--- src/rtl/mean_diffusivity_from_dw_samples_defines.svh ---
// Assertion macros shared by the mean diffusivity block.
`ifndef MEAN_DIFFUSIVITY_FROM_DW_SAMPLES_DEFINES_SVH
`define MEAN_DIFFUSIVITY_FROM_DW_SAMPLES_DEFINES_SVH

// Same-cycle implication, disabled during reset.
`define MDFD_ASSERT_NOW(lbl, clk, rst, pre, post, msg) \
  lbl: assert property (@(posedge clk) disable iff (rst) (pre) |-> (post)) else $error(msg);

// Next-cycle implication, disabled during reset.
`define MDFD_ASSERT_NEXT(lbl, clk, rst, pre, post, msg) \
  lbl: assert property (@(posedge clk) disable iff (rst) (pre) |=> (post)) else $error(msg);

`endif

--- src/rtl/mdfd_pkg.sv ---
// Package with the shared types and constants of the mean diffusivity block.
package mdfd_pkg;

  localparam int KIND_W = 2;
  localparam logic [KIND_W-1:0] KIND_PASS   = 2'd0;
  localparam logic [KIND_W-1:0] KIND_ZERO_B = 2'd1;
  localparam logic [KIND_W-1:0] KIND_TERM   = 2'd2;

  localparam int B_W    = 16;
  localparam int SUM_W  = 40;
  localparam int MEAN_W = 32;
  localparam int DIVR_W = 16;
  localparam int CTR_W  = 6;

  localparam logic [31:0] LN2_Q32    = 32'd2977044472;
  localparam logic [19:0] UNIT_SCALE = 20'd1000000;
  localparam logic signed [SUM_W:0] SUM_LIMIT = 41'sd549755813887;

  typedef struct packed {
    logic [KIND_W-1:0] kind;
    logic              last;
    logic              t2_zero;
  } ctl_t;

endpackage

--- src/rtl/mdfd_front.sv ---
// Front end: tracks run boundaries, latches T2, counts and classifies orientations.
module mdfd_front
  import mdfd_pkg::*;
#(
  parameter int MAX_ORIENTATIONS = 256,
  parameter int SAMPLE_BITS      = 16,
  parameter int CW               = $clog2(MAX_ORIENTATIONS + 1)
) (
  input  logic                   clk,
  input  logic                   rst,
  input  logic                   accept,
  input  logic [15:0]            t2_sample,
  input  logic [15:0]            dw_sample,
  input  logic [15:0]            b_value,
  input  logic                   last_orientation,
  output logic [SAMPLE_BITS-1:0] ent_t2,
  output logic [SAMPLE_BITS-1:0] ent_dw,
  output logic [B_W-1:0]         ent_b,
  output logic [CW-1:0]          ent_count,
  output ctl_t                   ent_ctl
);

  logic                   in_run;
  logic [SAMPLE_BITS-1:0] t2;
  logic [CW-1:0]          count;
  logic [CW-1:0]          count_base;
  logic                   full;

  always_comb begin
    ent_t2     = in_run ? t2 : SAMPLE_BITS'(t2_sample);
    ent_dw     = SAMPLE_BITS'(dw_sample);
    ent_b      = b_value;
    count_base = in_run ? count : '0;
    full       = (32'(count_base) >= 32'(MAX_ORIENTATIONS));
    ent_count  = full ? count_base : CW'(count_base + 1'b1);
    ent_ctl.last    = last_orientation;
    ent_ctl.t2_zero = (ent_t2 == '0);
    if (full || ent_t2 == '0 || ent_dw == '0) begin
      ent_ctl.kind = KIND_PASS;
    end else if (ent_b == '0) begin
      ent_ctl.kind = KIND_ZERO_B;
    end else begin
      ent_ctl.kind = KIND_TERM;
    end
  end

  always_ff @(posedge clk) begin
    if (rst) begin
      in_run <= 1'b0;
      count  <= '0;
    end else if (accept) begin
      in_run <= !last_orientation;
      count  <= ent_count;
    end
    if (accept) begin
      t2 <= ent_t2;
    end
  end

endmodule

--- config.mk ---
export PLATFORM = sky130hd
export DESIGN_NAME = mdfd_front
export DESIGN_NICKNAME = d
export VERILOG_FILES = /design/src/rtl/mean_diffusivity_from_dw_samples_defines.svh /design/src/rtl/mdfd_pkg.sv /design/src/rtl/mdfd_front.sv
export SDC_FILE = /design/constraint.sdc
export NUM_CORES = 1
export LEC_CHECK = 0
export BUFFER_PORTS_ARGS = -buffer_cell sky130_fd_sc_hd__buf_4
export CAP_MARGIN = 15
export CORE_MARGIN = 2
export CORE_UTILIZATION = 37
export DETAILED_ROUTE_END_ITERATION = 12
export PLACE_DENSITY = 0.74
export SLEW_MARGIN = 10
export SYNTH_ARGS = -nofsm -noshare
export SYNTH_HDL_FRONTEND = slang
export SYNTH_SLANG_ARGS = --single-unit
--- constraint.sdc ---
create_clock -name clk -period 2.24 [get_ports clk]
set_input_delay 0.448 -clock clk [delete_from_list [all_inputs] [get_ports clk]]
set_output_delay 0.448 -clock clk [all_outputs]
set_load 0.01 [all_outputs]
# Word level (Yosys, flattened, before mapping)
# Cells that the tools add are included.
# totals
reg_bits,26
in_bits,52
output_inout_bits,61
# op_classes
n_reduce_logical,6
order_cmp,1
mux,5
addsub,1
# ops
operator,count
$logic_not 16->1,3
$mux 9,2
$mux 16,1
$add 9x1->9 const B,1
$ge 9x9->1 const B,1
$mux 2,2
$logic_or 1x1->1,2
$logic_not 1->1,1

# Logic depth before layout (Yosys ltp)
# Gate-level depths: netlist of run 1.
# depth
depth_word,5
mapped_depth,9
ltp_nobuf,7

# Worst setup path before layout of run 1
# Ideal clock, no wire load.
# synth_timing
kind,register to output
start,register in_run
end,output port ent_count[8]
arrival_time_ns,1.740
n_path_buf,2
path_slack_ns,0.052
path_stages_with_launch,10
path_cell_list,dfxtp_1 > buf_4 > clkbuf_1 > and2_1 > ha_1 > nand2_2 > nor3_1 > nand4_1 > ha_1 > inv_1
# synth_via
elab_chain_cells,3
# synth_rtl
element,line_no,rtl
start: declaration,mdfd_front.sv:23,logic in_run;
start signal: assignment,mdfd_front.sv:52,in_run <= !last_orientation;
$mux 9 (*),mdfd_front.sv:33,count_base = in_run ? count : '0;
$add 9x1->9 / $ge 9x9->1 (equally long branches),"mdfd_front.sv:35, mdfd_front.sv:34",
$mux 9 (*),mdfd_front.sv:35,ent_count = full ? count_base : CW'(count_base + 1'b1);
end: declaration,mdfd_front.sv:19,"output logic [CW-1:0] ent_count,"
# Every way passes the cells marked *; elsewhere a longest branch is shown, timed or not.

==> impl_metrics.env, run 1 <==
export IMPL_gr_usage_all_layers_pct=16.1
export IMPL_grt_overflow=0
export IMPL_cp_max_fo=24
export IMPL_cap_viol_max_count=0
export IMPL_vdd_drop_max_mv=0.338
export IMPL_yosys_cell_types_count=41
export IMPL_drc=0
export IMPL_vias_per_cell=5.07
export IMPL_synth_seq_area_share_pct=38.6
export IMPL_ios=113
export IMPL_holdWs_ns=0.359
export IMPL_slew_viol_final=0
export IMPL_synthesis_area_um2=1760
export IMPL_drt_wl_total_um=4540
export IMPL_vias=1551
export IMPL_dr_pass1_iters=4
export IMPL_grt_pass1_vias=1421
export IMPL_antenna_found_initial=0
export IMPL_fin_crit_ns=2.13
export IMPL_syn_nets=226
export IMPL_synth_warning_count=0
export IMPL_ant_nets=0
export IMPL_place_inst=301
export IMPL_die_h_um=73
export IMPL_hold_viol_final=0
export IMPL_crit_arrival_ns=1.68
export IMPL_dp_hpwl_um=3660
export IMPL_synth_enable_flop_cells=16
export IMPL_yosysMostFrequentCell="buf_4"
export IMPL_grt_pass1_wl_um=6710
export IMPL_die_w_um=73
export IMPL_cp_required_ns=1.79
export IMPL_cts_made_buffers=3
export IMPL_cp_end_kind="output port"
export IMPL_max_slew_margin_pct=74.0
export IMPL_clk_latency_ns=0.27
export IMPL_setup_viol=0
export IMPL_start_util_pct=37.8
export IMPL_grt_max_degree=35
export IMPL_path_class="flip-flop to output port"
export IMPL_slowest_delay_ns=0.37
export IMPL_core_area_um2=4660
export IMPL_place_congestion=0.824
export IMPL_cp_cell_sequence="buf_8, nor4_1, nand4_1, a21oi_2, nor3_1, buf_4"
export IMPL_syn_avg_cell_area_um2=10.2
export IMPL_port_buffer_count=112
export IMPL_finClkSkew_ns=0.00156
export IMPL_synth_async_sr_flop_share_pct=0
export IMPL_synthTopCellsByCount="buf_4, mux2_2, edfxtp_1"
export IMPL_power_leakage_uw=0.00112
export IMPL_netlist_instances=172
export IMPL_yosysTopAreaCell="edfxtp_1"
export IMPL_ys_seq_elements=26
export IMPL_cp_start_kind="flip-flop"
export IMPL_fin_nets=307
export IMPL_final_cells=306
export IMPL_cts_tree="built"
export IMPL_synth_area_top_cells="edfxtp_1, buf_4, dfxtp_1, mux2_2, nor4_1"
export IMPL_diodes=0
export IMPL_ctsHoldBuffers=0
export IMPL_clkTransAtPathRegs_ns=0.09
export IMPL_status="finished clean"
export IMPL_dr_first_iter_drc_count=52
export IMPL_drive_above_1_share_pct=59.5
export IMPL_clock_sinks=26
export IMPL_synth_top_area_share_pct=27.3
export IMPL_final_cell_area_um2=2500
export IMPL_num_rows=25
export IMPL_cts_path_max_buffers=2
export IMPL_root_buffer="clkbuf_8"
export IMPL_tightest_slew_ns=0.390
export IMPL_cpMaxStageDelayCell="dfxtp_4"
export IMPL_hold_path_class="primary input to flip-flop"
export IMPL_area_delta_synth_final_pct=42.0
export IMPL_wire_per_inst_um=14.8
export IMPL_fp_dieArea_um2=5330
export IMPL_placed_area_um2=2410
export IMPL_tns_ns=0
export IMPL_htreeDepth=1
export IMPL_finalCritPeriodShare_pct=95.0
export IMPL_powerDensity_nw_per_um2=451
export IMPL_ys_flop_type="edfxtp_1"
export IMPL_fmax_mhz=470
-- cell type report --
| cell class | count | area [um2] |
|---|---|---|
| fillers | 420 | 2160 |
| inverters | 1 | 3.75 |
| clock inverters | 1 | 3.75 |
| multi-input cells | 105 | 818 |
| well taps | 54 | 67.6 |
| repair buffers | 116 | 878 |
| clock buffers | 3 | 41.3 |
| flip-flops and latches | 26 | 688 |
-- registers in the layout, indices dropped and copies added (netlist names) --
signal,flops
t2,16
count,9
in_run,1
-- kinds of logic (layout without fill, tap and decap cells) --
group	after synthesis	in the layout	share of synthesized area [%]
compound gates	14	14	5.68
xor+xnor	5	5	2.49
fa+ha+maj	2	2	1.42
buf+inv	41	121	16.3
flops	26	26	38.6
mux	19	19	12.0
simple gates	65	65	23.4
-- final timing paths --
path | cells past startpoint | slack, ns | endpoint | startpoint
max | 6 | 0.11 | ent_ctl[2] | in_run
min | 2 | 0.36 | in_run | last_orientation
max reg2reg | 7 | 0.73 | count[8] | in_run
min reg2reg | 2 | 0.52 | count[4] | count[4]
-- metal layers --
metal | part of all wire [%] | vias to the layer above | GRT usage [%]
met5 | 0 | - | 0
met2 | 50 | 81 | 28.1
met3 | 8.9 | 4 | 2.90
met1 | 40 | 709 | 20.1
met4 | 1.1 | 0 | 4.94
li1 | - | 757 | -
-- repair_timing --
item	CTS	global route
pin swaps	0	3
buffers inserted	0	1
endpoints found under the setup margin	6	6
resized for setup	3	9
-- power breakdown --
part / total [uW] / internal (uW) / switching (uW)
registers: 555 / 538 / 16.5
clock network: 270 / 123 / 147
logic: 304 / 175 / 130
total: 1130 / 836 / 293
-- through the flow --
stage / util, % / setup WS (ns) / power [uW]
floorplan: - / 0.0518 / 715
global route: 53.7 / -0.0378 / 1180
detailed placement: 51.7 / 0.222 / 868
CTS: 52.8 / 0.00186 / 1140
finish: 53.7 / 0.112 / 1130
global placement: 51.7 / 0.274 / 864
-- placed cells by master, fill, tap and decap left out, types with 4 or more instances in the layout --
master	Yosys	final
xor2_1	4	4
dfxtp_1	10	8
nor4_1	12	11
nand4_1	5	5
nand2_1	9	8
buf_4	35	115
nor3_1	5	4
nand3b_1	4	4
mux2_2	17	17
nor2_1	9	9
edfxtp_1	16	16
nand2b_1	5	5
-- worst max-delay path: cells and delay by family (launching register included) --
family | cells | cell delay, ns
AO/OA/AOI/OAI | 1 | 0.22
buffers and inverters | 2 | 0.31
flip-flops | 1 | 0.37
AND/OR/NAND/NOR | 3 | 0.52
Note: power is estimated with default switching activity, not from simulation.
==> run 2, diff against run 1 <==
CORE_UTILIZATION = 38   (was 37)
PLACE_DENSITY = 0.76   (was 0.74)
==> run 2 against run 1 <==
Critical path depth rose by 1. Sequential power barely moved. Non-clock buffer count rose by 2. Routed wire length rose by 1.8%. Clock skew fell by 0.00058 ns. Combinational power barely moved. Via count rose by 1.9%. Utilization rose by 4.4 points. Maximum frequency fell by 0.56%. Power rose by 12%.
==> impl_metrics.env, run 2 (synthesized netlist as in run 1, its figures left out) <==
export IMPL_fp_dieArea_um2=5200
export IMPL_powerDensity_nw_per_um2=493
export IMPL_htreeDepth=1
export IMPL_hold_path_depth=2
export IMPL_drt_wl_total_um=4620
export IMPL_grt_overflow=0
export IMPL_worstReg2RegEnd="count[8]"
export IMPL_cp_max_fo=5
export IMPL_drc=0
export IMPL_vdd_drop_max_mv=0.357
export IMPL_area_delta_synth_final_pct=45.4
export IMPL_grt_pass1_vias=1465
export IMPL_cp_start_kind="flip-flop"
export IMPL_reg2reg_depth=7
export IMPL_start_util_pct=39.9
export IMPL_gr_usage_all_layers_pct=16.5
export IMPL_dr_first_iter_drc_count=55
export IMPL_root_buffer="clkbuf_8"
export IMPL_fillers=402
export IMPL_wire_per_inst_um=15.1
export IMPL_die_h_um=72.1
export IMPL_slew_viol_final=0
export IMPL_port_buffer_count=112
export IMPL_drive_above_1_share_pct=60.6
export IMPL_final_cell_area_um2=2560
export IMPL_crit_arrival_ns=1.69
export IMPL_largest_reg_flops=16
export IMPL_core_area_um2=4410
export IMPL_holdWs_ns=0.353
export IMPL_ios=113
export IMPL_cap_viol_max_count=0
export IMPL_cp_required_ns=1.79
export IMPL_vias=1580
export IMPL_hold_path_class="primary input to flip-flop"
export IMPL_path_class="flip-flop to output port"
export IMPL_ant_nets=0
export IMPL_vias_per_cell=5.16
export IMPL_clkTransAtPathRegs_ns=0.10
export IMPL_hold_start="last_orientation"
export IMPL_clk_latency_ns=0.27
export IMPL_r2r_slack_ns=0.74
export IMPL_regMostFlops="t2"
export IMPL_placed_area_um2=2410
export IMPL_hold_viol_final=0
export IMPL_fin_nets=309
export IMPL_max_slew_margin_pct=73.9
export IMPL_cts_made_buffers=3
export IMPL_mostFrequentLayoutCells="buf_4, mux2_2, edfxtp_1"
export IMPL_top_regs="t2 x16, count x9, in_run x1"
export IMPL_grt_max_degree=35
export IMPL_ctsHoldBuffers=0
export IMPL_fin_crit_ns=2.14
export IMPL_place_congestion=0.848
export IMPL_power_leakage_uw=0.00116
export IMPL_status="finished clean"
export IMPL_dr_pass1_iters=4
export IMPL_tightest_slew_ns=0.391
export IMPL_hold_end="in_run"
export IMPL_fmax_mhz=467
export IMPL_finClkSkew_ns=0.000981
export IMPL_cts_path_max_buffers=2
export IMPL_num_rows=24
export IMPL_setup_viol=0
export IMPL_die_w_um=72.1
export IMPL_diodes=0
export IMPL_final_common_cell="buf_4"
export IMPL_dp_hpwl_um=3670
export IMPL_cp_end_kind="output port"
export IMPL_worstReg2RegStart="in_run"
export IMPL_antenna_found_initial=0
export IMPL_finalCritPeriodShare_pct=95.5
export IMPL_cts_tree="built"
export IMPL_grt_pass1_wl_um=6850
export IMPL_clock_sinks=26
-- run 2: stage by stage --
stage	setup slack [ns]	total power, uW	cells	util [%]	TNS (ns)
6_report	0.100	1260	306	58.0	0
3_5_place_dp	0.163	868	299	54.5	0
4_1_cts	0.0137	1270	305	56.7	0
5_1_grt	-0.0139	1310	306	58.0	-0.0139
3_3_place_gp	0.253	862	299	54.5	0
2_1_floorplan	0.0518	715	172	-	0
-- run 2: where the power goes --
| part | total (uW) | internal, uW | switching (uW) | leakage (uW) |
|---|---|---|---|---|
| combinational | 307 | 177 | 131 | 0.000883 |
| clock | 401 | 239 | 162 | 0.0000357 |
| sequential | 556 | 538 | 17.4 | 0.000239 |
-- run 2: repair_timing --
item / in CTS / in global routing
resized for setup: 5 / 10
setup endpoints to repair: 6 / 5
setup buffers: 2 / 1
pin swaps: 0 / 5
-- run 2: worst max-delay path by stage --
stage,slack [ns],start,endpoint,depth (start not counted)
4_1_cts,0.01,count[1],ent_count[8],8
6_report,0.1,in_run,ent_count[6],7
5_1_grt,-0.01,in_run,ent_count[6],7
3_3_place_gp,0.25,t2_sample[0],ent_ctl[3],6
2_1_floorplan,0.05,in_run,ent_count[8],9
3_5_place_dp,0.16,in_run,ent_ctl[3],6
-- run 2: area by class of cell --
type / instances / area (um2) / area share (%)
clock buffers: 3 / 41.3 / 1.61
well taps: 52 / 65.1 / 2.54
flip-flops and latches: 26 / 688 / 26.9
clock inverters: 1 / 30.0 / 1.17
inverters: 1 / 3.75 / 0.147
repair buffers: 118 / 893 / 34.9
multi-input cells: 105 / 840 / 32.8
-- run 2: critical path, cell delays in order (launching register included) --
cell and delay [ns]:
dfxtp_4 0.39, and2_1 0.16, ha_4 0.16, nand2_4 0.06, nor4b_4 0.30, or2_1 0.16, nand2_1 0.05, buf_4 0.14
-- run 2: metal layers --
| layer | track usage [%] | routed length, um | up-vias |
|---|---|---|---|
| li1 | - | - | 768 |
| met1 | 20.6 | 1790 | 733 |
| met2 | 28.6 | 2340 | 75 |
| met3 | 3.89 | 451 | 4 |
| met4 | 4.40 | 34 | 0 |
| met5 | 0 | 0 | - |
