===== config.mk =====
export PLATFORM = sky130hd
export DESIGN_NAME = mdfd_fifo
export DESIGN_NICKNAME = d
export VERILOG_FILES = /design/src/rtl/mean_diffusivity_from_dw_samples_defines.svh /design/src/rtl/mdfd_fifo.sv
export SDC_FILE = /design/constraint.sdc
export NUM_CORES = 1
export LEC_CHECK = 0
export BUFFER_PORTS_ARGS = -buffer_cell sky130_fd_sc_hd__clkbuf_2
export CAP_MARGIN = 20
export CORE_MARGIN = 2
export CORE_UTILIZATION = 52
export DETAILED_ROUTE_END_ITERATION = 10
export PLACE_DENSITY = 0.79
export REMOVE_ABC_BUFFERS = 1
export SLEW_MARGIN = 10
export SYNTH_ARGS = -nofsm -noshare
export SYNTH_HDL_FRONTEND = slang
export SYNTH_SLANG_ARGS = --single-unit

===== constraint.sdc =====
create_clock -name clk -period 2.2 [get_ports clk]
set_input_delay 0.11 -clock clk [delete_from_list [all_inputs] [get_ports clk]]
set_output_delay 0.11 -clock clk [all_outputs]
set_load 0.05 [all_outputs]

===== src/rtl/mean_diffusivity_from_dw_samples_defines.svh =====
// Assertion macros shared by the mean diffusivity block.
`ifndef MEAN_DIFFUSIVITY_FROM_DW_SAMPLES_DEFINES_SVH
`define MEAN_DIFFUSIVITY_FROM_DW_SAMPLES_DEFINES_SVH

// Same-cycle implication, disabled during reset.
`define MDFD_ASSERT_NOW(lbl, clk, rst, pre, post, msg) \
  lbl: assert property (@(posedge clk) disable iff (rst) (pre) |-> (post)) else $error(msg);

// Next-cycle implication, disabled during reset.
`define MDFD_ASSERT_NEXT(lbl, clk, rst, pre, post, msg) \
  lbl: assert property (@(posedge clk) disable iff (rst) (pre) |=> (post)) else $error(msg);

`endif


===== src/rtl/mdfd_fifo.sv =====
// Two-entry queue between the front end and the arithmetic back end.
module mdfd_fifo #(
  parameter int W = 8
) (
  input  logic         clk,
  input  logic         rst,
  input  logic         push,
  input  logic [W-1:0] push_data,
  output logic         full,
  input  logic         pop,
  output logic [W-1:0] pop_data,
  output logic         not_empty
);

  logic [W-1:0] mem [2];
  logic         wp;
  logic         rp;
  logic [1:0]   used;

  assign full      = (used == 2'd2);
  assign not_empty = (used != 2'd0);
  assign pop_data  = mem[rp];

  always_ff @(posedge clk) begin
    if (rst) begin
      wp   <= 1'b0;
      rp   <= 1'b0;
      used <= 2'd0;
    end else begin
      if (push) wp <= !wp;
      if (pop) rp <= !rp;
      used <= 2'(used + {1'b0, push} - {1'b0, pop});
    end
    if (push) begin
      mem[wp] <= push_data;
    end
  end

endmodule


==> Yosys cells after proc, flatten, opt, wreduce, memory -nomap -nowiden <==
Memory sizes are Yosys's and may differ from the RTL's. A register that Yosys moved wholly into a read port is not among the register bits.
Cells that the tools add are included.
{ "op_classes": {"addsub": 2, "n_eq_ne": 1, "muxes": 4, "n_reduce_logical": 3} }
{ "ops": {"columns": ["cell", "n"], "rows": [
  ["2-to-1 mux 1 bit", 4],
  ["adder 2 x 1 -> 2 bit", 1],
  ["equality test 2 bit (second input constant)", 1],
  ["zero test 1 bit", 2],
  ["nonzero test 2 bit", 1],
  ["subtractor 2 x 1 -> 2 bit", 1]
]} }
{ "word_totals": {"ff_bits": 4, "ram_bits": 16, "in_bits": 12, "output_inout_bits": 10, "elab_cells": 14, "mem_count": 1} }
{ "memory_table": {"columns": ["name", "words", "word_bits", "rd", "rd_ports_with_merged_regs", "write_ports", "line_no", "source"], "rows": [
  ["mem", 2, 8, 1, 1, 1, "mdfd_fifo.sv:15", "logic [W-1:0] mem [2];"]
]} }

==> Logic depth before layout (Yosys ltp) <==
Gate-level depths: netlist of the first run.
{ "depth": {"word_depth": 3, "depth_mapped": 6, "ltp_nobuf": 6} }

==> Worst setup path before layout of the first run <==
No wires, ideal clock.
{ "synth_timing": {"path_type": "flip-flop to flip-flop", "from": "reg used[0]", "to": "reg used[1]", "setup_time_ns": 0.110, "arrival_time_ns": 1.177, "required_ns": 2.090, "setup_slack_ns": 0.913, "path_stages_with_launch": 7, "n_path_buf": 0, "synth_period_minus_slack_ns": 1.287, "cell_sequence": "dfxtp_1 inv_1 ha_1 inv_1 ha_1 xnor3_1 nor2_1"} }
{ "synth_between": {"elab_chain_len": 2} }
{ "synth_rtl": {"columns": ["element", "line_no", "source"], "rows": [
  ["start, declared", "mdfd_fifo.sv:18", "logic [1:0] used;"],
  ["start signal, assigned", "mdfd_fifo.sv:32", "used <= 2'(used + {1'b0, push} - {1'b0, pop});"],
  ["adder 2 x 1 -> 2 bit", "mdfd_fifo.sv:32", null],
  ["subtractor 2 x 1 -> 2 bit", "mdfd_fifo.sv:32", null]
]} }
No other way between the ends.
A chain may end at the register's enable or synchronous reset.

==> reports/results.ini, run 1 <==
[clocking]
ctsHtreeMaxLevel=1
cts_root_buffer=clkbuf_4
path_clk_slew_ns=0.11
clock_path_buffers=2
clk_latency_ns=0.29
clock-sinks=21
cts_tree=built
cts_buffers=3

[setup_path]
path_delay_family=flip-flops
cp-start-kind=flop
cp.arrival_ns=1.45
critPathMaxFanout=8
crit_required_ns=2.09
endpoint_kind=output port
slowest_delay_ns=0.56
crit_chain=mux2_1 -> clkbuf_2
crit_buf_inv=1
critPathKind=flop to output port
critical_path.slowest_cell=dfxtp_1

[min_path]
min_path_type=input pin to flop

[detailed_routing]
ant_nets=0
drt_wl_total_mm=1.28
vias=441
viasPerCell=4.79
first_pass_iters=2
wl_per_cell_um=13.9
drt_iter0_drc=1
drc=0

[final_layout]
postLayoutCoreUtil_pct=68.1
fin_nets=91
areaGrowthSynthToFinish_pct=26.1
drive_gt1_share_pct=32.9
insertedDiodeCount=0
fin_area_sq_um=1000
final_common_cell=clkbuf_2
final_cell_mix=21 x clkbuf_2, 16 x edfxtp_1, 8 x mux2_1

[timing]
rsz0062_at_grt=no
fin_crit_ns=1.56
setup_tns_ns=0
maxSlewHeadroom_pct=51.1
worst_pin_slew_ns=0.732
clock_skew_ns=0.00187
fmax_ghz=0.641
slew_viol_final=0
fin_crit_sh_pct=70.9
finalSetupViolations=0
finalHoldViolCount=0

[synthesis]
syn-mean-instance-area_sq_um=17.3
ys_ff_latch=21
synth.distinct_cells=12
yosysWarnings=0
syn_inst=46
syn_area_sq_um=795
ys_seq_area_share_pct=73.1

[placement]
place_hpwl_um=926
portBuffers=21
gp_congestion=0.653
dpl_cell_area_sq_um=915

[global_route]
grt_pass1_vias=423
grt.overflow.total=0
use_met2_pct=28.4
use_met1_pct=15.4
antenna_found_initial=0
grt_pass1_wl_mm=1.90
grt.busiest_layer=met2
gr-usage-all-layers_pct=15.0
grt_max_degree=13
grt_use_met3_pct=3.83

[power]
fin_total_pwr_uw=868
irDropWorstVdd_uv=473
power.leakage_uw=0.000415
power_density_nw_per_um2=866

[floorplanning]
ioPinCount=22
std_cell_rows=14
start_util_pct=54.0
design.die.area_sq_um=1860
die_width_um=43.1
die_y_um=43.1
design.core.area_sq_um=1470

[status]
status=finished clean

[flow_run]
maxCapViolCount=0

per-stage QoR:
stage          instances  hold slack [ns]  setup slack [ns]
5_1_grt               92          0.00157             0.562
6_report              92           0.0210             0.640
3_3_place_gp          82            0.300             0.898
3_5_place_dp          82            0.305             0.843
2_1_floorplan         45            0.182             0.913
4_1_cts               89         0.000377             0.614
state kept, by name (all words and copies together), names as in the netlist, named ones only:
| signal | flops |
|---|---|
| used | 2 |
| mem | 16 |
| rp | 1 |
| wp | 1 |
Yosys cell counts:
cell / n / area share (%)
xnor2_1: 2 / 2.2
buf_2: 1 / 0.63
or2_1: 1 / 0.79
nor2b_1: 3 / 2.4
and2_1: 1 / 0.79
nor2_1: 4 / 1.9
ha_1: 2 / 3.1
dfxtp_1: 5 / 13
inv_1: 2 / 0.95
edfxtp_1: 16 / 60
mux2_1: 8 / 11
xnor3_1: 1 / 2.8
timing repair:
action                                  CTS  global route
setup buffers                             0             0
resized for setup                         0             0
hold endpoints to repair                  6             5
hold buffers                              3             3
endpoints found under the setup margin    0             0
worst reg2reg max path, cell delays in order, from the launching register on:
cell     delay (ns)
dfxtp_1        0.38
inv_1          0.05
ha_1           0.26
inv_1          0.06
ha_1           0.13
xnor3_1        0.36
nor2_1         0.09
cells by family (layout without fill, tap and decap cells):
logic type | count (synthesis) | count (layout) | synth area share [%]
buf+inv | 3 | 33 | 1.57
mux | 8 | 8 | 11.3
simple gates | 9 | 9 | 5.83
flops | 21 | 21 | 73.1
xor+xnor | 3 | 3 | 5.04
fa+ha+maj | 2 | 2 | 3.15
routing by layer:
| layer | up-vias | routed length (um) | part of all wire [%] |
|---|---|---|---|
| met1 | 204 | 514 | 40 |
| met4 | 0 | 5 | 0.39 |
| met5 | - | 0 | 0 |
| met2 | 11 | 712 | 56 |
| met3 | 2 | 49 | 3.8 |
| li1 | 224 | - | - |
report_power, final:
group	total (uW)	switching, uW	internal, uW
clock	175	107	67.5
combinational	214	140	74.3
sequential	479	18.1	461
total	868	265	602
cell type report:
cell class / count / area (sq um)
Clock buffer: 3 / 22.5
Clock inverter: 1 / 5.00
Fill cell: 112 / 469
Inverter: 2 / 7.51
Multi-Input combinational cell: 22 / 201
Sequential cell: 21 / 581
Tap cell: 16 / 20.0
Timing Repair Buffer: 27 / 165
path summary, 6_finish.rpt:
check,startpoint,to,slack (ns),cells past startpoint
worst min register to register,rp,rp,0.53,2
worst min-delay path,push_data[3],mem[1][3],0.02,1
worst max-delay path,flop,pop_data[1],0.64,2
worst max register to register,used[0],used[1],0.82,6
(Power assumes the default switching activity.)
==> run 2, diff against run 1 <==
- ABC_AREA: unset -> 1
- CORE_UTILIZATION: 52 -> 49
- PLACE_DENSITY: 0.79 -> 0.75
- clock period: 2.2 -> 1.46 ns (I/O delays scaled with it)
==> run 2 against run 1 <==
Effect of this change: critical path depth is 1 higher; power is 48% higher; largest cell class unchanged; register-to-register slack worse by 0.52 ns; non-clock buffer count is 6 higher; global-route usage is 0.55 points lower; synthesized cell count is 22% higher.
==> reports/results.ini, run 2 <==
[status]
status=finished clean

[global_route]
grt_max_degree=12
antenna_found_initial=0
grt.overflow.total=0
grt_pass1_vias=500
grt_pass1_wl_mm=1.95
gr-usage-all-layers_pct=14.4

[setup_path]
crit_chain=buf_4 -> mux2_4 -> clkbuf_2
cp-start-kind=flop
critical_path.slowest_cell=dfxtp_1
crit_buf_inv=2
crit_required_ns=1.39
rr_startpoint=used[0]
critPathKind=flop to output port
slowest_delay_ns=0.34
critPathMaxFanout=3
cp.arrival_ns=1.31
path_delay_family=buffers and inverters
rr_worst_depth=6
endpoint_kind=output port
ff2ff_setup_slack_ns=0.30
r2r-end=used[1]

[synthesis]
synthArstFlopShare_pct=0
yosysWarnings=0
yosys-top-cells-area=edfxtp_1 57%, mux2_4 14%, dfxtp_1 12%
syn_inst=56
netlist.area_leader.share_pct=57.5
syn_area_sq_um=836
synth_most_common_cell=edfxtp_1
synth_edf_count=16
synthTopCellsByCount=16 x edfxtp_1, 8 x inv_1, 8 x mux2_4
ys.flop_type=edfxtp_1
ys_ff_latch=21
ys_seq_area_share_pct=69.5
synth.distinct_cells=12
yosys.area.top_type=edfxtp_1
syn-mean-instance-area_sq_um=14.9

[timing]
fin_crit_sh_pct=94.8
slew_viol_final=0
hold_ws_ns=0.0697
fin_crit_ns=1.38
worst_slack_ns=0.0755
worst_pin_slew_ns=0.360
rsz0062_at_grt=no
finalHoldViolCount=0
setup_tns_ns=0
maxSlewHeadroom_pct=76.0
fmax_ghz=0.722
finalSetupViolations=0
clock_skew_ns=0.000452

[final_layout]
insertedDiodeCount=0
fin_area_sq_um=1090
top_regs=mem (16), used (2)
multi_input_area_sq_um=214
largest_register_ffs=16
regMostFlops=mem
fin_nets=107
nFillCells=113
areaGrowthSynthToFinish_pct=30.2
drive_gt1_share_pct=38.0
final-seq-area_sq_um=581
final_cell_mix=16 x clkbuf_2, 16 x edfxtp_1, 9 x dlygate4sd3_1

[floorplanning]
die_width_um=45.3
die_y_um=45.3
std_cell_rows=14
ioPinCount=22
design.core.area_sq_um=1560
start_util_pct=53.6
design.die.area_sq_um=2050

[placement]
place_hpwl_um=818
portBuffers=21
dp_slack_ns=0.312
gp_congestion=0.679
dpl_cell_area_sq_um=972

[flow_run]
maxCapViolCount=0

[detailed_routing]
vias=534
drt_iter0_drc=23
ant_nets=0
drt_wl_total_mm=1.25
viasPerCell=4.94
first_pass_iters=5
drc=0
wl_per_cell_um=11.5

[min_path]
hold_depth=3
min_to=wp
min-delay-start=push
min_path_type=input pin to flop

[power]
fin_total_pwr_uw=1280
power.leakage_uw=0.000496
power_density_nw_per_um2=1180
irDropWorstVdd_uv=864

[clocking]
clk_latency_ns=0.29
ctsHtreeMaxLevel=1
cts_tree=built
path_clk_slew_ns=0.10
clock_path_buffers=2
cts_root_buffer=clkbuf_4
cts_buffers=3
clock-sinks=21

[run 2: cells by family (layout without fill, tap and decap cells)]
family	count (synthesis)	count (layout)	synth area share [%]
adders and majority gates	2	2	2.99
DFF	21	21	69.5
muxes	8	8	14.4
and+or+nand+nor	14	14	6.59
xor gates and xnor gates	1	1	1.05
AOI/OAI and AO/OA	1	1	0.598
buffers and inverters	9	45	4.94
[run 2: what timing repair did]
item / in CTS / in global routing
setup buffers: 0 / 0
endpoints found under the setup margin: 0 / 5
hold endpoints to repair: 20 / 0
resized for setup: 0 / 5
hold buffers: 9 / 0
[run 2: how the worst max path moves through the flow]
stage	to	start	cells past startpoint
finish	pop_data[4]	flop	3
CTS	pop_data[2]	flop	3
detailed placement	used[1]	used[0]	6
global placement	used[0]	used[0]	6
floorplan	used[1]	used[0]	6
global route	pop_data[4]	flop	3
[run 2: report_power, final]
group | switching [uW] | internal, uW
Sequential | 13.0 | 685
Clock | 154 | 106
Combinational | 208 | 117
Total | 375 | 909
[run 2: worst register-to-register path: stages, from the launching register on]
cell and delay [ns]:
dfxtp_1 0.35, inv_1 0.06, ha_1 0.27, inv_1 0.04, ha_1 0.18, a21oi_1 0.11
nor2_1 0.06
[run 2: final cells by class]
class / count / area share [%]
clock buffer: 4 / 2.41
inverter: 8 / 2.76
multi-input combinational: 26 / 19.7
sequential: 21 / 53.3
tap: 16 / 1.84
timing repair buffer: 33 / 20.0
[run 2: stage by stage]
| step | instances | utilization [%] |
|---|---|---|
| after floorplan | 55 | - |
| after global placement | 95 | 62.4 |
| after detailed placement | 95 | 62.4 |
| after CTS | 108 | 69.8 |
| after global routing | 108 | 69.8 |
| final | 108 | 69.8 |
[run 2: layer usage]
layer  track usage (%)  vias up  share of wire (%)
met5                 0        -                  0
li1                  -      263                  -
met3              6.00        2                4.5
met4              10.6        0                1.1
met2              24.6       20                 51
met1              13.7      249                 43
==> run 3, diff against run 2 <==
- PLACE_DENSITY: 0.75 -> unset
- PLACE_DENSITY_LB_ADDON: unset -> 0.2
- SLEW_MARGIN: 10 -> 20
==> run 3 against run 2 <==
Effect of this change: critical path depth stayed put; clock skew is 0.0050 ns higher; global-route usage is 0.35 points higher; largest cell class unchanged.
==> reports/results.ini, run 3 (synthesized netlist as in run 2, its figures left out) <==
[status]
status=finished clean

[timing]
fin_crit_sh_pct=95.5
fmax_ghz=0.717
rsz0062_at_grt=no
fin_crit_ns=1.39
setup_tns_ns=0
clock_skew_ns=0.00542
hold_ws_ns=0.0691
maxSlewHeadroom_pct=75.9
worst_pin_slew_ns=0.361
finalSetupViolations=0
slew_viol_final=0
finalHoldViolCount=0

[clocking]
cts_buffers=3
clock_path_buffers=2
cts_tree=built
ctsHtreeMaxLevel=1
cts_root_buffer=clkbuf_4
clock-sinks=21
path_clk_slew_ns=0.11
clk_latency_ns=0.29

[final_layout]
largest_register_ffs=16
regMostFlops=mem
final_cell_mix=16 x clkbuf_2, 16 x edfxtp_1, 9 x dlygate4sd3_1
drive_gt1_share_pct=38.7
areaGrowthSynthToFinish_pct=31.1
insertedDiodeCount=0
multi_input_area_sq_um=214
top_regs=mem (16), used (2)
fin_nets=108
final-seq-area_sq_um=581
nFillCells=122

[floorplanning]
die_y_um=45.3
ioPinCount=22
die_width_um=45.3
design.core.area_sq_um=1560
std_cell_rows=14
design.die.area_sq_um=2050
start_util_pct=53.6

[setup_path]
critPathKind=flop to output port
crit_required_ns=1.39
endpoint_kind=output port
slowest_delay_ns=0.34
cp-start-kind=flop
crit_chain=buf_4 -> mux2_4 -> clkbuf_2
path_delay_family=buffers and inverters
critical_path.slowest_cell=dfxtp_1
critPathMaxFanout=3
crit_buf_inv=2
cp.arrival_ns=1.32

[placement]
place_hpwl_um=951
portBuffers=21
gp_congestion=0.776

[detailed_routing]
viasPerCell=4.76
drc=0
first_pass_iters=4
drt_wl_total_mm=1.31
wl_per_cell_um=12.0
drt_iter0_drc=10
vias=519
ant_nets=0

[global_route]
grt.busiest_layer=met2
grt.overflow.total=0
use_met1_pct=14.0
antenna_found_initial=0
grt_pass1_vias=525
grt_pass1_wl_mm=2.01
grt_use_met3_pct=6.00
gr-usage-all-layers_pct=14.8
grt_max_degree=12
use_met2_pct=26.6

[power]
power_density_nw_per_um2=1180
power.leakage_uw=0.000501
irDropWorstVdd_uv=753

[min_path]
min_path_type=input pin to flop

[flow_run]
maxCapViolCount=0

## run 3: repair_timing
item / in CTS / in global routing
hold endpoints to repair: 18 / 0
resized for setup: 0 / 5
setup endpoints to repair: 0 / 5
setup buffers: 0 / 0
hold buffers: 9 / 0
## run 3: power breakdown
group          switching [uW]  leakage (uW)  internal [uW]
registers                13.3      0.000192            685
logic                     209      0.000294            120
clock network             157     0.0000150            106
total                     379      0.000501            912
## run 3: final cells by class
type	instances	share of cell area, %
sequential	21	53.0
tap	16	1.83
timing repair buffer	34	20.5
inverter	8	2.74
multi-input combinational	26	19.5
clock buffer	4	2.40
## run 3: metal layers
metal / vias up / wire length [um]
li1: 265 / -
met1: 238 / 529
met2: 14 / 725
met3: 2 / 40
met4: 0 / 9
met5: - / 0
## run 3: through the flow
step / cells / cell area [sq um] / total power, uW / worst slack, ns / utilization [%]
2_1_floorplan: 55 / 825 / 942 / 0.380 / -
4_1_cts: 109 / 1100 / 1300 / 0.0244 / 70.3
5_1_grt: 109 / 1100 / 1360 / 0.00475 / 70.3
3_5_place_dp: 96 / 980 / 1020 / 0.296 / 62.8
6_report: 109 / 1100 / 1290 / 0.0655 / 70.3
3_3_place_gp: 96 / 980 / 1010 / 0.358 / 62.8
## run 3: worst paths after layout
check / start / endpoint / slack [ns] / cells after the start
setup / recovery: flop / pop_data[5] / 0.07 / 3
hold / removal: push / wp / 0.07 / 3
setup reg to reg: used[0] / used[1] / 0.29 / 6
hold reg to reg: wp / wp / 0.52 / 2
## run 3: worst min-delay path: cells and delay by family
| kind | cells | cell delay [ns] |
|---|---|---|
| buffers and inverters | 1 | 0.11 |
| and+or+nand+nor | 2 | 0.14 |
